### config.mk
export PLATFORM = sky130hd
export DESIGN_NAME = melody_tone_sequencer_unit
export DESIGN_NICKNAME = d
export VERILOG_FILES = /design/src/mts_pkg.sv /design/src/melody_tone_sequencer_unit.sv /design/src/mts_table_mem.sv
export SDC_FILE = /design/constraint.sdc
export NUM_CORES = 2
export LEC_CHECK = 0
export BUFFER_PORTS_ARGS = -buffer_cell sky130_fd_sc_hd__buf_2
export CAP_MARGIN = 10
export CORE_MARGIN = 5
export CORE_UTILIZATION = 55
export CTS_CLUSTER_SIZE = 10
export DETAILED_ROUTE_END_ITERATION = 10
export PLACE_DENSITY = 0.74
export SYNTH_ARGS = -nofsm -noshare
export SYNTH_HDL_FRONTEND = slang
export SYNTH_SLANG_ARGS = --single-unit
### constraint.sdc
create_clock -name clk -period 6.9 [get_ports clk]
set_input_delay 1.035 -clock clk [delete_from_list [all_inputs] [get_ports clk]]
set_output_delay 1.035 -clock clk [all_outputs]
set_load 0.02 [all_outputs]
### src/mts_pkg.sv
// Shared types and constants for the melody tone sequencer.
`default_nettype none

package mts_pkg;

  // Song table byte markers
  localparam logic [7:0] MARK_END  = 8'h00;
  localparam logic [7:0] MARK_REST = 8'hFF;

  // Configuration register indexes
  localparam logic [2:0] CFG_PLAY_ENABLE   = 3'd0;
  localparam logic [2:0] CFG_TONE_SCALE    = 3'd1;
  localparam logic [2:0] CFG_BEAT_PERIOD   = 3'd2;
  localparam logic [2:0] CFG_MS_PERIOD     = 3'd3;
  localparam logic [2:0] CFG_REST_PAUSE_MS = 3'd4;
  localparam logic [2:0] CFG_END_PAUSE_MS  = 3'd5;

  // Input beat kind carried in tuser
  localparam logic ACT_TICK  = 1'b0;
  localparam logic ACT_WRITE = 1'b1;

  // Table write request toward the song memory
  typedef struct packed {
    logic       en;
    logic [7:0] addr;
    logic [7:0] data;
  } tbl_wr_t;

endpackage

`default_nettype wire

### src/melody_tone_sequencer_unit.sv
// Top level: song table player producing one status beat per input beat.
// The status beat for an input beat is registered in the output register or skid entry.
// One input beat per cycle unless stalled; the table is read ahead at the next index.
// A two-entry output stage (register plus skid) absorbs one beat while out_tready is low;
// in_tready drops once the skid entry is full and returns when the output register drains.
// Reset: rst_n synchronous, active low; clears control state and loads register defaults.
// The song table is not cleared; entries are undefined until written.
`default_nettype none

module melody_tone_sequencer_unit
  import mts_pkg::*;
#(
  parameter int TABLE_DEPTH = 256
) (
  input  wire logic        clk,
  input  wire logic        rst_n,
  // Input channel
  input  wire logic        in_tvalid,
  output logic             in_tready,
  input  wire logic [15:0] in_tdata,   // [7:0] entry_addr, [15:8] entry_data
  input  wire logic [0:0]  in_tuser,   // [0] action
  // Result channel
  output logic             out_tvalid,
  input  wire logic        out_tready,
  output logic [15:0]      out_tdata,  // [0] pin_level, [8:1] song_index, [10:9] play_phase
  // Configuration write channel
  input  wire logic        cfg_valid,
  output logic             cfg_ready,
  input  wire logic [2:0]  cfg_index,
  input  wire logic [15:0] cfg_data
);

  typedef enum logic [1:0] {
    PH_FETCH = 2'd0,
    PH_TONE  = 2'd1,
    PH_REST  = 2'd2,
    PH_END   = 2'd3
  } phase_t;

  // Configuration registers
  logic        play_enable_r;
  logic [7:0]  tone_scale_r;
  logic [15:0] beat_period_r, ms_period_r, rest_pause_r, end_pause_r;

  assign cfg_ready = 1'b1;

  always_ff @(posedge clk) begin
    if (!rst_n) begin
      play_enable_r <= 1'b0;
      tone_scale_r  <= 8'd3;
      beat_period_r <= 16'd10000;
      ms_period_r   <= 16'd200;
      rest_pause_r  <= 16'd100;
      end_pause_r   <= 16'd1000;
    end else if (cfg_valid && cfg_ready) begin
      case (cfg_index)
        CFG_PLAY_ENABLE:   play_enable_r <= cfg_data[0];
        CFG_TONE_SCALE:    tone_scale_r  <= cfg_data[7:0];
        CFG_BEAT_PERIOD:   beat_period_r <= cfg_data;
        CFG_MS_PERIOD:     ms_period_r   <= cfg_data;
        CFG_REST_PAUSE_MS: rest_pause_r  <= cfg_data;
        CFG_END_PAUSE_MS:  end_pause_r   <= cfg_data;
        default: ;
      endcase
    end
  end

  // Handshake
  logic in_fire, is_tick;
  logic out_valid_r, skid_valid_r;
  logic [15:0] out_data_r, skid_data_r;

  assign in_tready = !skid_valid_r;
  assign in_fire   = in_tvalid && in_tready;
  assign is_tick   = in_fire && (in_tuser[0] == ACT_TICK);

  // Player state
  phase_t      phase_r, phase_nxt;
  logic [7:0]  index_r, index_nxt;
  logic        pin_r, pin_nxt;
  logic [7:0]  tone_r, tone_nxt;
  logic [15:0] half_r, half_nxt;
  logic [7:0]  beat_cnt_r, beat_cnt_nxt;
  logic [15:0] beat_div_r, beat_div_nxt;
  logic [15:0] ms_div_r, ms_div_nxt;
  logic [15:0] pause_r, pause_nxt;

  // Song table
  tbl_wr_t    tbl_wr;
  logic [7:0] rd_a, rd_b;

  assign tbl_wr.en   = in_fire && (in_tuser[0] == ACT_WRITE);
  assign tbl_wr.addr = in_tdata[7:0];
  assign tbl_wr.data = in_tdata[15:8];

  // Read ahead at the index that holds after this edge
  mts_table_mem #(
    .DEPTH (TABLE_DEPTH)
  ) u_table (
    .clk       (clk),
    .wr        (tbl_wr),
    .rd_idx_a  (index_nxt),
    .rd_idx_b  (index_nxt + 8'd1),
    .rd_data_a (rd_a),
    .rd_data_b (rd_b)
  );

  // Half-period load: scale * tone - 1, tone taken from the table on fetch
  logic [7:0]  mul_op;
  logic [15:0] product, half_load;
  assign mul_op    = (phase_r == PH_FETCH) ? rd_a : tone_r;
  assign product   = {8'd0, tone_scale_r} * {8'd0, mul_op};
  assign half_load = product - 16'd1;

  logic [16:0] beat_sum, ms_sum;
  logic [15:0] half_dec, pause_dec, pause_lit;
  logic [7:0]  beat_dec;
  assign beat_sum  = {1'b0, beat_div_r} + 17'd1;
  assign ms_sum    = {1'b0, ms_div_r} + 17'd1;
  assign half_dec  = (half_r != 16'd0) ? half_r - 16'd1 : 16'd0;
  assign pause_dec = (pause_r != 16'd0) ? pause_r - 16'd1 : 16'd0;
  assign pause_lit = (rd_a == MARK_END) ? end_pause_r - 16'd1 : rest_pause_r - 16'd1;

  // One base tick of the player
  always_comb begin
    phase_nxt    = phase_r;
    index_nxt    = index_r;
    pin_nxt      = pin_r;
    tone_nxt     = tone_r;
    half_nxt     = half_r;
    beat_cnt_nxt = beat_cnt_r;
    beat_div_nxt = beat_div_r;
    ms_div_nxt   = ms_div_r;
    pause_nxt    = pause_r;
    beat_dec     = beat_cnt_r;
    if (is_tick) begin
      if (!play_enable_r) begin
        index_nxt    = 8'd0;
        phase_nxt    = PH_FETCH;
        half_nxt     = 16'd0;
        beat_div_nxt = 16'd0;
        ms_div_nxt   = 16'd0;
        pause_nxt    = 16'd0;
      end else begin
        case (phase_r)
          PH_FETCH: begin
            if (rd_a == MARK_END || rd_a == MARK_REST) begin
              index_nxt  = (rd_a == MARK_END) ? 8'd0 : index_r + 8'd1;
              pause_nxt  = pause_lit;
              ms_div_nxt = 16'd0;
              if (pause_lit == 16'd0)
                phase_nxt = PH_FETCH;
              else
                phase_nxt = (rd_a == MARK_END) ? PH_END : PH_REST;
            end else begin
              tone_nxt     = rd_a;
              beat_cnt_nxt = rd_b;
              index_nxt    = index_r + 8'd2;
              beat_div_nxt = 16'd0;
              if (rd_b != 8'd0) begin
                pin_nxt   = !pin_r;
                half_nxt  = half_load;
                phase_nxt = PH_TONE;
              end
            end
          end
          PH_TONE: begin
            if (beat_sum >= {1'b0, beat_period_r}) begin
              beat_div_nxt = 16'd0;
              if (beat_cnt_r != 8'd0)
                beat_dec = beat_cnt_r - 8'd1;
            end else begin
              beat_div_nxt = beat_sum[15:0];
            end
            beat_cnt_nxt = beat_dec;
            half_nxt     = half_dec;
            if (half_dec == 16'd0) begin
              if (beat_dec == 8'd0) begin
                phase_nxt = PH_FETCH;
              end else begin
                pin_nxt  = !pin_r;
                half_nxt = half_load;
              end
            end
          end
          default: begin
            // Rest or end pause
            if (ms_sum >= {1'b0, ms_period_r}) begin
              ms_div_nxt = 16'd0;
              pause_nxt  = pause_dec;
              if (pause_dec == 16'd0)
                phase_nxt = PH_FETCH;
            end else begin
              ms_div_nxt = ms_sum[15:0];
            end
          end
        endcase
      end
    end
  end

  logic [15:0] result;
  assign result = {5'd0, phase_nxt, index_nxt, pin_nxt};

  // State and registered outputs
  always_ff @(posedge clk) begin
    if (!rst_n) begin
      phase_r      <= PH_FETCH;
      index_r      <= 8'd0;
      pin_r        <= 1'b0;
      tone_r       <= 8'd0;
      half_r       <= 16'd0;
      beat_cnt_r   <= 8'd0;
      beat_div_r   <= 16'd0;
      ms_div_r     <= 16'd0;
      pause_r      <= 16'd0;
      out_valid_r  <= 1'b0;
      skid_valid_r <= 1'b0;
    end else begin
      phase_r    <= phase_nxt;
      index_r    <= index_nxt;
      pin_r      <= pin_nxt;
      tone_r     <= tone_nxt;
      half_r     <= half_nxt;
      beat_cnt_r <= beat_cnt_nxt;
      beat_div_r <= beat_div_nxt;
      ms_div_r   <= ms_div_nxt;
      pause_r    <= pause_nxt;
      // Output register with skid entry
      if (!out_valid_r || out_tready) begin
        if (skid_valid_r) begin
          out_valid_r  <= 1'b1;
          skid_valid_r <= 1'b0;
        end else begin
          out_valid_r <= in_fire;
        end
      end else if (in_fire) begin
        skid_valid_r <= 1'b1;
      end
    end
  end

  // Result payload
  always_ff @(posedge clk) begin
    if (!out_valid_r || out_tready) begin
      out_data_r <= skid_valid_r ? skid_data_r : result;
    end else if (in_fire) begin
      skid_data_r <= result;
    end
  end

  assign out_tvalid = out_valid_r;
  assign out_tdata  = out_data_r;

`ifndef SYNTHESIS
  a_disabled_tick: assert property (@(posedge clk) disable iff (!rst_n)
    is_tick && !play_enable_r |=> (index_r == 8'd0) && (phase_r == PH_FETCH))
    else $error("tick while disabled did not rewind the player");

  a_write_no_state: assert property (@(posedge clk) disable iff (!rst_n)
    tbl_wr.en |=> $stable(index_r) && $stable(pin_r) && $stable(phase_r))
    else $error("table write changed player state");

  a_pin_on_tick: assert property (@(posedge clk) disable iff (!rst_n)
    !is_tick |=> $stable(pin_r))
    else $error("pin changed without a tick");

  a_skid_behind_out: assert property (@(posedge clk) disable iff (!rst_n)
    skid_valid_r |-> out_valid_r)
    else $error("skid entry held while output register empty");
`endif

endmodule

`default_nettype wire

### src/mts_table_mem.sv
// Song table memory: two synchronous copies, one read port each, with write bypass.
`default_nettype none

module mts_table_mem
  import mts_pkg::*;
#(
  parameter int DEPTH = 256
) (
  input  wire logic       clk,
  input  wire tbl_wr_t    wr,
  input  wire logic [7:0] rd_idx_a,
  input  wire logic [7:0] rd_idx_b,
  output logic [7:0]      rd_data_a,
  output logic [7:0]      rd_data_b
);

  localparam int AW = (DEPTH > 1) ? $clog2(DEPTH) : 1;

  // Byte index folded onto the table depth (constant lookup)
  logic [AW-1:0] mod_lut [256];
  for (genvar g = 0; g < 256; g++) begin : g_lut
    assign mod_lut[g] = AW'(g % DEPTH);
  end

  logic [AW-1:0] wa, ra, rb;
  assign wa = mod_lut[wr.addr];
  assign ra = mod_lut[rd_idx_a];
  assign rb = mod_lut[rd_idx_b];

  logic [7:0] mem_a [DEPTH];
  logic [7:0] mem_b [DEPTH];
  logic [7:0] rd_a_r, rd_b_r;

  // Write both copies; a read of the entry being written returns the new byte
  always_ff @(posedge clk) begin
    if (wr.en) begin
      mem_a[wa] <= wr.data;
      mem_b[wa] <= wr.data;
    end
    rd_a_r <= (wr.en && (wa == ra)) ? wr.data : mem_a[ra];
    rd_b_r <= (wr.en && (wa == rb)) ? wr.data : mem_b[rb];
  end

  assign rd_data_a = rd_a_r;
  assign rd_data_b = rd_b_r;

endmodule

`default_nettype wire
After elaboration in Yosys (flattened, before gate mapping). Memories as Yosys holds them, arrays and structs flattened. A register that Yosys moved wholly into a read port is not among the register bits. Index checks and enable logic that the tools add are counted.

Add/sub/neg operators: 11. $mul: 1. $lt $le $gt $ge: 5. Equal/unequal tests: 14. Mux-type cells: 62. Bitwise logic cells: 7. Reduce and logical (&&, ||, !) cells: 34.

Operator list (number): 16-bit two-way mux (17); 8-bit two-way mux (18); 16-bit case mux with 2 select lines (4); 16-bit by 1-bit subtractor with 16-bit output (second input constant) (5); 16-bit logical NOT (3); 16-bit by 1-bit adder with 17-bit output (second input constant) (2); 17-bit by 16-bit greater-or-equal comparator with 1-bit output (2); 16-bit nonzero test (2); 9-bit greater-or-equal comparator (second input constant) (3); 8-bit inverter with 9-bit output (3); 2-bit two-way mux (9); 8-bit by 1-bit adder with 8-bit output (second input constant) (2); 8-bit logical NOT (2); 8-bit by 8-bit multiplier with 16-bit output (1); 8-bit case mux with 2 select lines (1); 4-bit AND reduction (4); 8-bit nonzero test (2); 2-bit AND reduction (7); 11-bit two-way mux (1); 1-bit two-way mux (10); 8-bit by 2-bit adder with 8-bit output (second input constant) (1); 8-bit == test (second input constant) (1); 8-bit by 1-bit subtractor with 8-bit output (second input constant) (1); 3-bit by 2-bit == test with 1-bit output (second input constant) (2); other kinds (18) (31).

Register bits after elaboration: 188. Memory bits (writable): 4096. ROM bits: 6144. Output and inout port bits: 19. Logic and storage cells: 158. Memories kept: 5.

Memory list: (name not given) (depth 256, width 8, read ports 1, clocked after memory_dff 0, write ports 0, line mts_table_mem.sv:28) `assign rb = mod_lut[rd_idx_b];`; (name not given) (depth 256, width 8, read ports 1, clocked after memory_dff 0, write ports 0, line mts_table_mem.sv:26) `assign wa = mod_lut[wr.addr];`; (name not given) (depth 256, width 8, read ports 1, clocked after memory_dff 0, write ports 0, line mts_table_mem.sv:27) `assign ra = mod_lut[rd_idx_a];`; u_table.mem_a (depth 256, width 8, read ports 1, clocked after memory_dff 1, write ports 1, line mts_table_mem.sv:30) `logic [7:0] mem_a [DEPTH];`; u_table.mem_b (depth 256, width 8, read ports 1, clocked after memory_dff 1, write ports 1, line mts_table_mem.sv:31) `logic [7:0] mem_b [DEPTH];`.

Logic depth before layout (Yosys ltp).
Word-level depth: 13. Mapped depth: 36.

Cells and area by module. A second synthesis with hierarchy kept.

Cell total of the unflattened synthesis: 6899. Area, all modules: 109601.4 um2.

Modules (own cells, without submodules): mts_table_mem (times used 1, cells an instance 5165, area each 96004.6 um2, seq. area each 61819.3 um2); melody_tone_sequencer_unit (times used 1, cells an instance 1734, area each 13596.8 um2, seq. area each 3983.8 um2).

Worst setup path before layout. Ideal clock, no wire load.

Kind: reg-to-reg. Start: reg (tool-made name). End: reg half_r[15]. Arrival: 6.702 ns. Required time: 6.783 ns. Path slack: 0.081 ns. Cell stages (with the launch flop): 32. Clock period less this slack: 6.819 ns. Path through: dfxtp_1 > buf_6 > buf_4 > buf_6 > clkinv_1 > mux2_2 > nand2_1 > a21oi_1 > nor4_1 > or4_1 > o21ai_1 > nand2_1 > fa_1 > fa_1 > inv_1 > fa_1 > inv_1 > fa_1 > inv_1 > ha_1 > inv_1 > o21bai_1 > a21oi_1 > nor2b_1 > o21a_1 > o21ai_0 > a21oi_1 > o41ai_1 > o21ai_0 > xnor2_1 > mux2i_1 > a22o_1.

RTL lines: end signal, assigned (line melody_tone_sequencer_unit.sv:224) `half_r <= half_nxt;`; end, declared (line melody_tone_sequencer_unit.sv:82) `logic [15:0] half_r, half_nxt;`.

==> results.py <==
metrics = {
    "synth": {
        "synth-edff-count": 2070,
        "syn-instance-count": 6204,
        "syn_area_um2": 109000,
        "ys_seq_area_share_pct": 60.5,
        "synth_ff_type": "edfxtp_1",
        "synth-seq-cells": 2252,
        "ys_types": 91,
        "async_reset_ff_share_pct": 0,
        "syn_area_per_cell_um2": 17.5,
        "ys_warn_count": 0,
    },
    "run_status": {
        "violations": "setup timing",
        "outcome": "complete, but fails checks",
    },
    "finish": {
        "fillCellCount": 13200,
        "layout_commonest_cell": "edfxtp_1",
        "multi_input_comb_area_um2": 40900,
        "syn_to_final_growth_pct": 14.7,
        "final_nets": 6871,
        "stdcell_area_um2": 125000,
        "mostFrequentLayoutCells": "edfxtp_1, mux4_2, buf_4",
        "drive_gt1_share_pct": 34.5,
        "regArea_um2": 65800,
    },
    "detailed_routing": {
        "wirelength_mm": 335,
        "vias": 68400,
        "final_antenna_net_count": 0,
        "drt_pre_antenna_iters": 7,
        "drtIter0Drc": 11300,
        "wl_per_cell_um": 35.5,
        "vias_per_cell": 7.25,
        "route.detailed.drc": 0,
    },
    "sta": {
        "fmax_mhz": 139,
        "finalHoldViolations": 0,
        "period_needed_ns": 7.22,
        "slew_headroom_pct": 13.0,
        "finalWorstSetupSlack_ns": -0.320,
        "worstMarginPinSlew_ns": 1.31,
        "grt_setup_unrepaired": "true",
        "setup_viol": 7,
        "fin_skew_ns": 0.0536,
        "slew_viol_final": 0,
        "finalCritPeriodShare_pct": 105,
        "setup_tns_ns": -1.46,
    },
    "power": {
        "switching_power_w": 0.00592,
        "p_seq_share_pct": 52.3,
        "p_comb_share_pct": 3.1,
        "p_leak_nw": 39.3,
        "finalPower_w": 0.0286,
        "switching_share_pct": 20.7,
        "cell_internal_pwr_w": 0.0227,
        "pwr-share-clk_pct": 44.6,
        "ir_drop_mv": 0.265,
        "power_density_nw_per_um2": 229,
    },
    "clock_tree": {
        "root_buffer": "clkbuf_16",
        "cts_tree": "built",
        "clock_path_buffers": 4,
        "clkSlewWorstSetupHoldPaths_ns": 0.06,
        "clock_latency_ns": 0.93,
        "clock_sinks": 2252,
        "htree_levels": 5,
        "numCtsBuffers": 279,
    },
    "grt": {
        "grt.overflow.total": 0,
        "antenna_found_initial": 26,
        "grtUsageTotal_pct": 32.0,
        "grt_max_degree": 211,
        "grt_first_pass_wirelength_mm": 476,
        "grt_pass1_vias": 67500,
    },
    "worst_setup_path": {
        "end_kind": "register",
        "cp_slowest_stage_delay_ns": 0.61,
        "path_max_fanout": 6,
        "critPathArrivalTime_ns": 8.01,
        "worstSetupPathType": "register to register",
        "startpoint_type": "register",
        "cp_slowest_cell": "nor4_4",
        "crit_family": "adder cells",
        "crit_buf_inv": 10,
        "cp_data_required_time_ns": 7.69,
    },
    "min_path": {
        "min-delay-start": "cfg_data[13]",
        "hp-class": "primary input to register",
    },
    "placed_design": {
        "place_area_um2": 115000,
        "place_congestion": 0.975,
        "pre_cts_slack_ns": -1.20,
        "port_buffers": 53,
        "dpl.hpwl_mm": 222,
    },
    "floorplanning": {
        "rows": 163,
        "io_pins": 60,
        "core_um2": 197000,
        "start_util_pct": 55.2,
        "dieArea_um2": 207000,
        "die_w_um": 455,
        "chipHeight_um": 455,
    },
    "run": {
        "drv_cap": 0,
    },
}
[power by group through the flow]
stage	clock network (W)	logic [W]	registers [W]
global placement	0	0.000774	0.0152
finish	0.0127	0.000900	0.0149
global route	0.0133	0.000968	0.0149
detailed placement	0	0.000788	0.0152
floorplan	0	0.000371	0.0152
CTS	0.0128	0.000833	0.0149
[layout make-up]
cell class / count / share of cell area [%]
Timing Repair Buffer: 675 / 5.27
Antenna cell: 17 / 0.0341
Inverter: 130 / 0.394
Clock buffer: 346 / 5.95
Sequential cell: 2252 / 52.8
Clock inverter: 12 / 0.0622
Tap cell: 2640 / 2.65
Multi-Input combinational cell: 3369 / 32.8
[stage by stage]
stage	util, %	hold slack, ns	instances
after floorplan	-	0.436	6208
after global placement	58.3	0.444	8980
after detailed placement	58.3	0.450	8980
after CTS	62.7	0.378	9382
after global routing	63.3	0.418	9429
final	63.3	0.419	9441
[flip-flops by register name, summed over array words and instances (netlist names), 11 cells and up, named ones only]
register / cells
u_table.mem_a: 1912
end_pause_r: 16
skid_data_r: 11
out_tdata: 11
rest_pause_r: 16
half_r: 16
u_table.mem_b: 136
pause_r: 16
ms_period_r: 16
beat_div_r: 16
ms_div_r: 16
beat_period_r: 16
[path summary, 6_finish.rpt]
kind	slack, ns	cells after the start	to
setup reg to reg	-0.32	30	half_r[14]
hold reg to reg	0.45	2	ms_period_r[12]
setup / recovery	-0.32	30	half_r[14]
hold / removal	0.42	3	rest_pause_r[13]
[metal layers]
layer	GRT usage [%]	up-vias	routed length, um
li1	-	26600	-
met1	41.9	35100	113000
met2	48.3	5631	154000
met3	11.2	1054	48600
met4	15.7	22	19500
met5	0	-	154
[worst register-to-register path, delay by kind of cell, from the launching register on]
kind | cells | cell delay [ns]
AO/OA/AOI/OAI | 8 | 1.31
XOR/XNOR | 1 | 0.17
adder cells (fa/ha/maj) | 5 | 2.37
buffers and inverters | 10 | 1.25
flip-flops | 1 | 0.38
multiplexers | 2 | 0.59
AND/OR/NAND/NOR | 4 | 1.03
[synthesized netlist by cell type, types with 49 or more instances]
| cell type | instances | area, um^2 |
|---|---|---|
| a21oi_1 | 195 | 976 |
| a22oi_1 | 163 | 1220 |
| buf_2 | 115 | 576 |
| buf_4 | 55 | 413 |
| clkbuf_1 | 215 | 807 |
| dfxtp_1 | 182 | 3640 |
| edfxtp_1 | 2070 | 62200 |
| ha_1 | 82 | 1030 |
| inv_1 | 127 | 477 |
| mux2i_1 | 127 | 1270 |
| mux4_2 | 1144 | 25800 |
| nand2_1 | 330 | 1240 |
| nand3_1 | 80 | 400 |
| nor2_1 | 426 | 1600 |
| nor2b_1 | 64 | 400 |
| o21ai_0 | 49 | 245 |
| o22ai_1 | 49 | 307 |
| xnor2_1 | 53 | 464 |
[repair_timing]
| action | 4_1_cts | 5_1_grt |
|---|---|---|
| gates cloned | 5 | 5 |
| resized for setup | 115 | 154 |
| setup endpoints to repair | 10 | 11 |
| hold buffers | 0 | 0 |
| buffers inserted | 44 | 41 |
| pin swaps | 44 | 77 |
[cell families (layout without fill, tap and decap cells)]
| family | count (synthesis) | count (layout) | synth area share, % |
|---|---|---|---|
| XOR/XNOR | 101 | 101 | 0.814 |
| flip-flops | 2252 | 2252 | 60.5 |
| other | 2 | 23 | 0.00691 |
| adder cells (fa/ha/maj) | 123 | 123 | 1.70 |
| multiplexers | 1304 | 1304 | 25.2 |
| AO/OA/AOI/OAI | 657 | 657 | 4.05 |
| buffers and inverters | 587 | 1163 | 2.68 |
| AND/OR/NAND/NOR | 1178 | 1178 | 5.01 |
Power figures use the tool's default switching activity.
